## src/rtl/core/ptm_pkg.sv

```systemverilog
// Types, constants and the control store shared by the page table mapper.
package ptm_pkg;

  localparam int PTM_POOL_PAGES    = 64;
  localparam int ENTRIES_PER_TABLE = 512;
  localparam int IDX_W             = 9;
  localparam int EIDX_W            = 15;
  localparam int VA_W              = 48;
  localparam int PA_W              = 52;
  localparam int PTE_W             = 64;
  localparam int PAGE_SHIFT        = 12;
  localparam int FRAME_W           = PA_W - PAGE_SHIFT;
  localparam int NFP_W             = 7;
  localparam int CFG_IDX_W         = 1;
  localparam int CFG_W             = PA_W;

  localparam logic [PTE_W-1:0] ENTRY_P  = 64'h1;
  localparam logic [PTE_W-1:0] ENTRY_RW = 64'h2;

  localparam logic [1:0] LVL_ROOT = 2'd3;

  localparam logic [1:0] SZ_4K  = 2'd0;
  localparam logic [1:0] SZ_2M  = 2'd1;
  localparam logic [1:0] SZ_1G  = 2'd2;
  localparam logic [1:0] SZ_BAD = 2'd3;

  localparam logic OP_MAP  = 1'b0;
  localparam logic OP_READ = 1'b1;

  localparam logic [CFG_IDX_W-1:0] REG_POOL_BASE  = 1'b0;
  localparam logic [CFG_IDX_W-1:0] REG_POOL_PAGES = 1'b1;

  typedef enum logic [1:0] {
    ST_OK         = 2'd0,
    ST_BAD_SIZE   = 2'd1,
    ST_POOL_EMPTY = 2'd2,
    ST_MAPPED     = 2'd3
  } ptm_status_t;

  typedef struct packed {
    logic              op;
    logic [VA_W-1:0]   virt_addr;
    logic [PA_W-1:0]   phys_addr;
    logic [PTE_W-1:0]  attr_flags;
    logic              make_absent;
    logic [1:0]        size_code;
    logic [EIDX_W-1:0] entry_index;
  } ptm_req_t;

  typedef struct packed {
    ptm_status_t      status;
    logic [NFP_W-1:0] tables_used;
    logic [PTE_W-1:0] entry_data;
  } ptm_rsp_t;

  // Program steps of the control store.
  typedef enum logic [4:0] {
    S_RST       = 5'd0,
    S_IDLE      = 5'd1,
    S_DISPATCH  = 5'd2,
    S_SIZE      = 5'd3,
    S_BAD       = 5'd4,
    S_WALK      = 5'd5,
    S_TAB_RD    = 5'd6,
    S_TAB_CHK   = 5'd7,
    S_POOL      = 5'd8,
    S_ALLOC     = 5'd9,
    S_CLR       = 5'd10,
    S_LINK_WR   = 5'd11,
    S_LINK      = 5'd12,
    S_FAIL_MAP  = 5'd13,
    S_LEAF_RD   = 5'd14,
    S_LEAF_CHK  = 5'd15,
    S_LEAF_WR   = 5'd16,
    S_FAIL_POOL = 5'd17,
    S_READ      = 5'd18,
    S_READ_CAP  = 5'd19,
    S_DONE      = 5'd20,
    S_RET       = 5'd21
  } ptm_step_t;

  typedef enum logic [3:0] {
    C_NONE       = 4'd0,
    C_ALWAYS     = 4'd1,
    C_NO_ACCEPT  = 4'd2,
    C_OP_READ    = 4'd3,
    C_SIZE_OK    = 4'd4,
    C_AT_LEAF    = 4'd5,
    C_PRESENT    = 4'd6,
    C_POOL_FULL  = 4'd7,
    C_IN_POOL    = 4'd8,
    C_CNT_MORE   = 4'd9,
    C_SWEEP_MORE = 4'd10,
    C_OUT_BUSY   = 4'd11
  } ptm_cond_t;

  typedef enum logic [1:0] {
    MEM_NONE = 2'd0,
    MEM_RD   = 2'd1,
    MEM_WR   = 2'd2
  } ptm_mem_t;

  typedef enum logic [1:0] {
    A_WALK  = 2'd0,
    A_CLEAR = 2'd1,
    A_EIDX  = 2'd2
  } ptm_asel_t;

  typedef enum logic [1:0] {
    W_ZERO = 2'd0,
    W_ENT  = 2'd1,
    W_LEAF = 2'd2
  } ptm_wsel_t;

  typedef enum logic [1:0] {
    D_KEEP = 2'd0,
    D_READ = 2'd1,
    D_LEAF = 2'd2
  } ptm_dsel_t;

  typedef struct packed {
    ptm_cond_t   cond;
    ptm_step_t   target;
    ptm_mem_t    mem;
    ptm_asel_t   asel;
    ptm_wsel_t   wsel;
    ptm_dsel_t   dsel;
    logic        in_ready;
    logic        cnt_inc;
    logic        page_step;
    logic        alloc;
    logic        ent_ld;
    logic        walk_step;
    logic        st_ld;
    ptm_status_t st_val;
    logic        out_ld;
  } ptm_cw_t;

  typedef struct packed {
    logic no_accept;
    logic op_read;
    logic size_ok;
    logic at_leaf;
    logic present;
    logic pool_full;
    logic in_pool;
    logic cnt_more;
    logic sweep_more;
    logic out_busy;
  } ptm_flags_t;

  // Control store: one word per step; jump to target when cond holds, else step on.
  function automatic ptm_cw_t ptm_ucode(input ptm_step_t step);
    ptm_cw_t cw;
    cw = '0;
    unique case (step)
      S_RST: begin
        cw.mem       = MEM_WR;
        cw.asel      = A_CLEAR;
        cw.wsel      = W_ZERO;
        cw.cnt_inc   = 1'b1;
        cw.page_step = 1'b1;
        cw.cond      = C_SWEEP_MORE;
        cw.target    = S_RST;
      end
      S_IDLE: begin
        cw.in_ready = 1'b1;
        cw.cond     = C_NO_ACCEPT;
        cw.target   = S_IDLE;
      end
      S_DISPATCH: begin
        cw.cond   = C_OP_READ;
        cw.target = S_READ;
      end
      S_SIZE: begin
        cw.cond   = C_SIZE_OK;
        cw.target = S_WALK;
      end
      S_BAD: begin
        cw.st_ld  = 1'b1;
        cw.st_val = ST_BAD_SIZE;
        cw.cond   = C_ALWAYS;
        cw.target = S_DONE;
      end
      S_WALK: begin
        cw.cond   = C_AT_LEAF;
        cw.target = S_LEAF_RD;
      end
      S_TAB_RD: begin
        cw.mem  = MEM_RD;
        cw.asel = A_WALK;
      end
      S_TAB_CHK: begin
        cw.ent_ld = 1'b1;
        cw.cond   = C_PRESENT;
        cw.target = S_LINK;
      end
      S_POOL: begin
        cw.cond   = C_POOL_FULL;
        cw.target = S_FAIL_POOL;
      end
      S_ALLOC: begin
        cw.alloc = 1'b1;
      end
      S_CLR: begin
        cw.mem     = MEM_WR;
        cw.asel    = A_CLEAR;
        cw.wsel    = W_ZERO;
        cw.cnt_inc = 1'b1;
        cw.cond    = C_CNT_MORE;
        cw.target  = S_CLR;
      end
      S_LINK_WR: begin
        cw.mem  = MEM_WR;
        cw.asel = A_WALK;
        cw.wsel = W_ENT;
      end
      S_LINK: begin
        cw.walk_step = 1'b1;
        cw.cond      = C_IN_POOL;
        cw.target    = S_WALK;
      end
      S_FAIL_MAP: begin
        cw.st_ld  = 1'b1;
        cw.st_val = ST_MAPPED;
        cw.cond   = C_ALWAYS;
        cw.target = S_DONE;
      end
      S_LEAF_RD: begin
        cw.mem  = MEM_RD;
        cw.asel = A_WALK;
      end
      S_LEAF_CHK: begin
        cw.cond   = C_PRESENT;
        cw.target = S_FAIL_MAP;
      end
      S_LEAF_WR: begin
        cw.mem    = MEM_WR;
        cw.asel   = A_WALK;
        cw.wsel   = W_LEAF;
        cw.dsel   = D_LEAF;
        cw.cond   = C_ALWAYS;
        cw.target = S_DONE;
      end
      S_FAIL_POOL: begin
        cw.st_ld  = 1'b1;
        cw.st_val = ST_POOL_EMPTY;
        cw.cond   = C_ALWAYS;
        cw.target = S_DONE;
      end
      S_READ: begin
        cw.mem  = MEM_RD;
        cw.asel = A_EIDX;
      end
      S_READ_CAP: begin
        cw.dsel = D_READ;
      end
      S_DONE: begin
        cw.out_ld = 1'b1;
        cw.cond   = C_OUT_BUSY;
        cw.target = S_DONE;
      end
      S_RET: begin
        cw.cond   = C_ALWAYS;
        cw.target = S_IDLE;
      end
      default: begin
        cw.cond   = C_ALWAYS;
        cw.target = S_IDLE;
      end
    endcase
    return cw;
  endfunction

endpackage

```

## src/rtl/core/ptm_useq.sv

```systemverilog
// Step counter and condition decode driving the control store.
module ptm_useq (
  input  logic                clk,
  input  logic                rst_n,
  input  ptm_pkg::ptm_flags_t flags,
  output ptm_pkg::ptm_cw_t    cw
);
  import ptm_pkg::*;

  ptm_step_t pc_r;
  ptm_step_t pc_nxt;
  logic      take;

  always_comb cw = ptm_ucode(pc_r);

  always_comb begin
    unique case (cw.cond)
      C_NONE:       take = 1'b0;
      C_ALWAYS:     take = 1'b1;
      C_NO_ACCEPT:  take = flags.no_accept;
      C_OP_READ:    take = flags.op_read;
      C_SIZE_OK:    take = flags.size_ok;
      C_AT_LEAF:    take = flags.at_leaf;
      C_PRESENT:    take = flags.present;
      C_POOL_FULL:  take = flags.pool_full;
      C_IN_POOL:    take = flags.in_pool;
      C_CNT_MORE:   take = flags.cnt_more;
      C_SWEEP_MORE: take = flags.sweep_more;
      C_OUT_BUSY:   take = flags.out_busy;
      default:      take = 1'b0;
    endcase
  end

  always_comb pc_nxt = take ? cw.target : ptm_step_t'(pc_r + 5'd1);

  always_ff @(posedge clk) begin
    if (!rst_n) begin
      pc_r <= S_RST;
    end else begin
      pc_r <= pc_nxt;
    end
  end

`ifndef SYNTHESIS
  a_accept_dispatch: assert property (@(posedge clk) disable iff (!rst_n)
    (cw.in_ready && !flags.no_accept) |=> pc_r == S_DISPATCH)
    else $error("accepted word did not move to dispatch");

  a_sweep_exit: assert property (@(posedge clk) disable iff (!rst_n)
    (pc_r == S_RST && !flags.sweep_more) |=> pc_r == S_IDLE)
    else $error("clearing pass did not end in idle");

  a_no_reenter: assert property (@(posedge clk) disable iff (!rst_n)
    pc_r != S_RST |=> pc_r != S_RST)
    else $error("clearing pass re-entered outside reset");
`endif

endmodule

```

## config.mk

```make
export PLATFORM = sky130hd
export DESIGN_NAME = ptm_useq
export DESIGN_NICKNAME = d
export VERILOG_FILES = /design/src/rtl/core/ptm_pkg.sv /design/src/rtl/core/ptm_useq.sv
export SDC_FILE = /design/constraint.sdc
export NUM_CORES = 1
export LEC_CHECK = 0
export ABC_AREA = 1
export BUFFER_PORTS_ARGS = -buffer_cell sky130_fd_sc_hd__buf_2
export CAP_MARGIN = 40
export CORE_MARGIN = 2
export CORE_UTILIZATION = 50
export CTS_CLUSTER_SIZE = 10
export DETAILED_ROUTE_END_ITERATION = 10
export PLACE_DENSITY_LB_ADDON = 0.25
export SYNTH_ARGS = -nofsm -noshare
export SYNTH_HDL_FRONTEND = slang
export SYNTH_SLANG_ARGS = --single-unit
```

## constraint.sdc

```tcl
create_clock -name clk -period 4.1 [get_ports clk]
set_input_delay 0.41 -clock clk [delete_from_list [all_inputs] [get_ports clk]]
set_output_delay 0.41 -clock clk [all_outputs]
set_load 0.02 [all_outputs]
```

==> impl_metrics.csv, run 1 <==
group,metric,value,unit
sta,setup_ws,1.63,ns
floorplanning,coreArea,1760,sq um
clock_tree,clk_latency,0.23,ns
sta,rsz0062_at_grt,"no",
sta,finalCritPeriodShare,0.602,
sta,relSlewSlack,0.755,
floorplanning,rows,15,
clock_tree,cts_htree_levels,1,
floorplanning,start_util,0.545,
layout,areaGrowthSynthToFinish,24.2,%
layout,largest_reg_flops,5,
layout,drive_gt1_frac,0.333,
critical_path,worst_setup_path_end_kind,"primary output",
worst_hold_path,hold_path_class,"in2reg",
synth,synthCells,167,
layout,multi_input_comb_area,718,sq um
clock_tree,hold_buffers,0,
critical_path,cp.depth,9,
sta,fin_crit,2.47,ns
synth,syn_area_per_cell,5.75,sq um
drt,vias,1143,
drt,avgViaCountPerCell,4.93,
critical_path,cp.buffers_inverters,1,
layout,fillers,175,
critical_path,cp_top_family,"simple AND/OR/NAND/NOR gates",
placement,hpwl,2250,microns
layout,largest_register,"pc_r",
sta,tns,0,ns
floorplanning,fp.dieH,47.8,microns
global_routing,grt_pass1_vias,937,
synth,synth-seq-cells,5,
synth,synth_cell_type_count,24,
layout,mostFrequentLayoutCell,"buf_2",
sta,worst_slew_pin_slew,0.367,ns
drt,dr.pass1.iters,4,
critical_path,crit_required,3.69,ns
global_routing,antenna_found_initial,0,
synth,synth_fp_nets,187,
clock_tree,cts_tree,"built",
floorplanning,io_pins,39,
clock_tree,clk_pin_slew_worst_paths,0.04,ns
sta,fmax,405,MHz
clock_tree,cts_setup_buffers,0,
drt,post_drt_wl_per_cell,10.9,microns
run,maxCapViolations,0,
layout,final_nets,228,
critical_path,cpPeakStageDelay,0.53,ns
drt,route.detailed.drc,0,
floorplanning,dieArea,2290,sq um
placement,place_ws,1.73,ns
global_routing,grt_overflow,0,
drt,antenna_left,0,
clock_tree,cts_sinks,5,
drt,drt_iter0_drc,46,
sta,hold_viol,0,
synth,ys_seq_area_frac,0.104,
global_routing,grt_pass1_wl,3890,microns
critical_path,path_max_fanout,8,
sta,skew,0.000103,ns
critical_path,arrival,2.06,ns
layout,register_area,100,sq um
placement,io_buffers,38,
clock_tree,cts_resized,0,
clock_tree,root_buffer,"clkbuf_4",
layout,largestRegisters,"pc_r: 5 flops",
critical_path,slowest_stage,"dfxtp_1",
critical_path,critPathLaunchType,"flip-flop",
critical_path,crit_chain,"nand2_1, nor2_1, ha_1, nor2_1, nand2_1, nor2_2, nand3_2, nand4_1, buf_2",
placement,gp_congestion,0.923,
sta,finalMaxSlewViolations,0,
synth,synth_area,961,sq um
synth,yosys_warnings,0,
global_routing,grt_max_degree,11,
floorplanning,die_width,47.8,microns
layout,layout_common_cells,"buf_2, nand2_1, inv_1, nor2_1, nand3_1",
sta,setup_viol,0,
clock_tree,cts_buffers,3,
layout,diodes,0,
clock_tree,max-clock-path-buffers,2,
critical_path,setup.worst_path.class,"reg2out",
global_routing,globalRouteTotalUtil,0.231,
outcome,outcome,"complete, no violations",
critical_path,reg2reg_depth,12,
drt,routed_wl,2520,microns
worst_hold_path,whs_path_depth,3,
-- Yosys cell counts --
cell     count  area, sq um
or3_1        1         6.26
o21ai_2      2         17.5
inv_1       29          109
nor2_1      27          101
buf_4        2         15.0
inv_2        5         18.8
nand2_2      4         25.0
nor3_1       2         10.0
nand3_1     13         65.1
nand3_4      1         17.5
nor2_4       3         33.8
o21ai_0      3         15.0
nand2_4      2         22.5
o21ai_1      1         5.00
nand2_1     35          131
nand3_2      3         30.0
dfxtp_1      5          100
nand4_1      7         43.8
nand4_2      1         12.5
nor3_2       1         10.0
xor2_1       1         8.76
nor2_2       6         37.5
a21oi_1      5         25.0
ha_1         8          100
-- metrics by stage --
stage                     cells  area, sq um   util  hold WS [ns]
after floorplan             167          961      -         0.531
after global placement      228         1170  0.662         0.582
after detailed placement    228         1170  0.662         0.615
after CTS                   232         1190  0.677         0.434
after global routing        232         1190  0.677         0.441
final                       232         1190  0.677         0.440
-- worst register-to-register path, cell delays in order (launching register included) --
cell	delay, ns
dfxtp_1	0.33
ha_1	0.25
inv_1	0.09
nor2_1	0.05
ha_1	0.24
nor2_1	0.23
nand2_1	0.12
nor2_1	0.21
ha_1	0.27
inv_1	0.05
nand2_1	0.18
a21oi_1	0.22
nor2_1	0.06
-- path summary, 6_finish.rpt --
kind	slack (ns)	start	endpoint
max reg2reg	1.69	pc_r[0]	pc_r[0]
min	0.44	rst_n	pc_r[1]
max	1.63	pc_r[2]	cw[18]
min reg2reg	0.62	pc_r[0]	pc_r[0]
-- layer usage --
metal  share of wire  GRT usage
met1            0.45      0.306
met2            0.48      0.405
met3           0.058     0.0113
met4           0.012     0.0595
met5               0          0
-- area by class of cell --
cell class                 instances  share of cell area
clock buffer                       4              0.0220
inverter                          34               0.107
multi-input combinational        126               0.602
sequential                         5              0.0839
tap                               25              0.0262
timing repair buffer              38               0.159
-- kinds of logic after synthesis --
| family | share of synthesized area |
|---|---|
| simple gates | 0.569 |
| buf+inv | 0.148 |
| compound gates | 0.0651 |
| fa+ha+maj | 0.104 |
| flops | 0.104 |
| xor+xnor | 0.00912 |
Power of run 1 is not shown: default switching activity piles up to over one toggle a cycle in this logic, so the estimate is an artifact.
==> run 2, diff against run 1 <==
ABC_AREA = 0   (was 1)
CORE_UTILIZATION = 45   (was 50)
clock period = 2.1 ns   (was 4.1 ns; I/O delays follow)
==> run 2 against run 1 <==
Against the previous run:
- the run now ends with setup timing left
- register-to-register slack got worse by 2.1 ns
- worst hold slack got worse by 0.16 ns
- clock skew rose by 0.0084 ns
- wire length rose by 58%
- critical endpoint is now pc_r[0]
==> impl_metrics.csv, run 2 <==
group,metric,value,unit
outcome,outcome,"finished, violations left",
outcome,violations,"setup timing",
clock_tree,clk_pin_slew_worst_paths,0.05,ns
synth,synthCells,157,
synth,yosys_warnings,0,
global_routing,gr-max-usage-layer,"met2",
global_routing,grt_use_met1,0.365,
drt,dr.pass1.iters,4,
floorplanning,rows,17,
sta,setup_viol,9,
synth,dominantRegCellSynth,"dfxtp_1",
global_routing,grt_pass1_vias,1338,
sta,relSlewSlack,0.760,
run,maxCapViolations,0,
sta,rsz0062_at_grt,"yes",
clock_tree,cts_htree_levels,1,
critical_path,critPathLaunchType,"flip-flop",
clock_tree,root_buffer,"clkbuf_4",
floorplanning,io_pins,39,
sta,setup_ws,-0.452,ns
floorplanning,fp.dieH,52.2,microns
synth,synth_area,1050,sq um
layout,mostFrequentLayoutCell,"buf_4",
synth,synthTopCellsByArea,"dfxtp_1, ha_1, nand2_1",
clock_tree,cts_tree,"built",
placement,hpwl,2880,microns
drt,avgViaCountPerCell,5.62,
synth,synth_cell_type_count,43,
worst_hold_path,hold_path_class,"in2reg",
floorplanning,coreArea,2210,sq um
synth,synth_edf_count,0,
global_routing,antenna_found_initial,0,
critical_path,arrival,2.67,ns
drt,route.detailed.drc,0,
drt,vias,1473,
critical_path,setup.worst_path.class,"reg2reg",
global_routing,grt_use_met3,0.0657,
layout,diodes,0,
critical_path,worst_setup_path_end_kind,"flip-flop",
synth,yosys.area.top_type,"dfxtp_1",
layout,fillers,157,
synth,yosysMostFrequentCell,"nand2_1",
floorplanning,start_util,0.473,
clock_tree,clk_latency,0.24,ns
sta,finalCritPeriodShare,1.22,
sta,worst_slew_pin_slew,0.356,ns
global_routing,globalRouteTotalUtil,0.293,
global_routing,grt_overflow,0,
synth,synth_fp_nets,177,
critical_path,path_max_fanout,6,
layout,drive_gt1_frac,0.568,
placement,io_buffers,38,
sta,hold_ws,0.285,ns
synth,syn_area_per_cell,6.66,sq um
layout,final_nets,255,
drt,drt_iter0_drc,69,
floorplanning,dieArea,2730,sq um
clock_tree,cts_sinks,5,
drt,routed_wl,3990,microns
sta,finalMaxSlewViolations,0,
sta,fmax,392,MHz
layout,largest_reg_flops,5,
global_routing,grt_use_met2,0.517,
drt,antenna_left,0,
sta,hold_viol,0,
synth,yosysTopAreaCellShare,0.0957,
layout,layout_common_cells,"buf_4, buf_2, nand2_1",
global_routing,grt_max_degree,12,
sta,fin_crit,2.55,ns
layout,areaGrowthSynthToFinish,69.6,%
clock_tree,max-clock-path-buffers,2,
critical_path,crit_required,2.21,ns
synth,async_reset_ff_frac,0,
synth,ys_seq_area_frac,0.0957,
synth,synth_common_cells,"nand2_1, nor2_1, a21oi_1, nand2b_1, ha_1",
clock_tree,cts_buffers,3,
placement,placed_cells,255,
global_routing,grt_pass1_wl,6000,microns
sta,skew,0.00853,ns
layout,largest_register,"pc_r",
synth,synth-seq-cells,5,
drt,post_drt_wl_per_cell,15.2,microns
placement,gp_congestion,0.906,
layout,largestRegisters,"pc_r: 5 flops",
layout,final_cells,262,
floorplanning,die_width,52.2,microns
==> run 2: changes by cell type after synthesis, sizes merged, moves of 4 or more <==
cell,delta
mux2i,+7
buf,+10
nand3,-13
nand4,-8
nand2b,+11
and2,+4
inv,-27
a31oi,+4
nand2,-17
a21oi,+8
nor2,-21
==> run 2: logic make-up (layout without fill, tap and decap cells) <==
group,after synthesis,in the layout,share of synthesized area
AND/OR/NAND/NOR,73,73,0.334
XOR/XNOR,2,2,0.0167
adder cells (fa/ha/maj),8,8,0.0957
flip-flops,5,5,0.0957
AO/OA/AOI/OAI,41,41,0.287
buffers and inverters,21,98,0.104
multiplexers,7,7,0.0670
==> run 2: worst max-delay path, cell delays in order, from the launching register on <==
cell and delay (ns):
dfxtp_4 0.36, inv_4 0.07, ha_4 0.18, nor2b_4 0.17
o21ai_2 0.06, a31oi_1 0.17, nor2_1 0.08, buf_4 0.15
ha_4 0.16, and2_4 0.13, a22o_1 0.17, a31oi_1 0.18
o32ai_2 0.11, a32o_2 0.29, mux2i_1 0.14
==> run 2: final timing paths <==
| path | depth (start not counted) | to | from | slack, ns |
|---|---|---|---|---|
| hold / removal | 3 | pc_r[3] | rst_n | 0.28 |
| setup / recovery | 14 | pc_r[0] | pc_r[0] | -0.45 |
| hold reg to reg | 4 | pc_r[3] | pc_r[0] | 0.67 |
| setup reg to reg | 14 | pc_r[0] | pc_r[0] | -0.45 |
==> run 2: timing repair <==
action,CTS,global route
resized for setup,18,12
hold endpoints to repair,0,0
pin swaps,9,3
hold buffers,0,0
buffers inserted,2,1
setup endpoints to repair,10,10
==> run 2: layer usage <==
metal	vias up	wire length, microns
met5	-	0
met4	0	82
met3	10	303
met2	82	2030
met1	676	1570
li1	705	-
==> run 2: per-stage QoR <==
stage / utilization / setup slack (ns) / instance area, sq um / TNS [ns]
after CTS: 0.778 / -0.396 / 1720 / -2.46
after global placement: 0.732 / -0.390 / 1620 / -2.10
final: 0.802 / -0.452 / 1770 / -2.95
after global routing: 0.802 / -0.542 / 1770 / -3.64
after detailed placement: 0.732 / -0.521 / 1620 / -2.71
after floorplan: - / -0.406 / 1150 / -2.02
==> run 2: cell type report <==
cell class,count,area [sq um],area share
flip-flops and latches,5,111,0.0628
repair buffers,86,572,0.322
inverters,8,40.0,0.0226
well taps,28,35.0,0.0197
multi-input cells,131,990,0.558
clock buffers,4,26.3,0.0148
Power of run 2 is left out for the same reason.
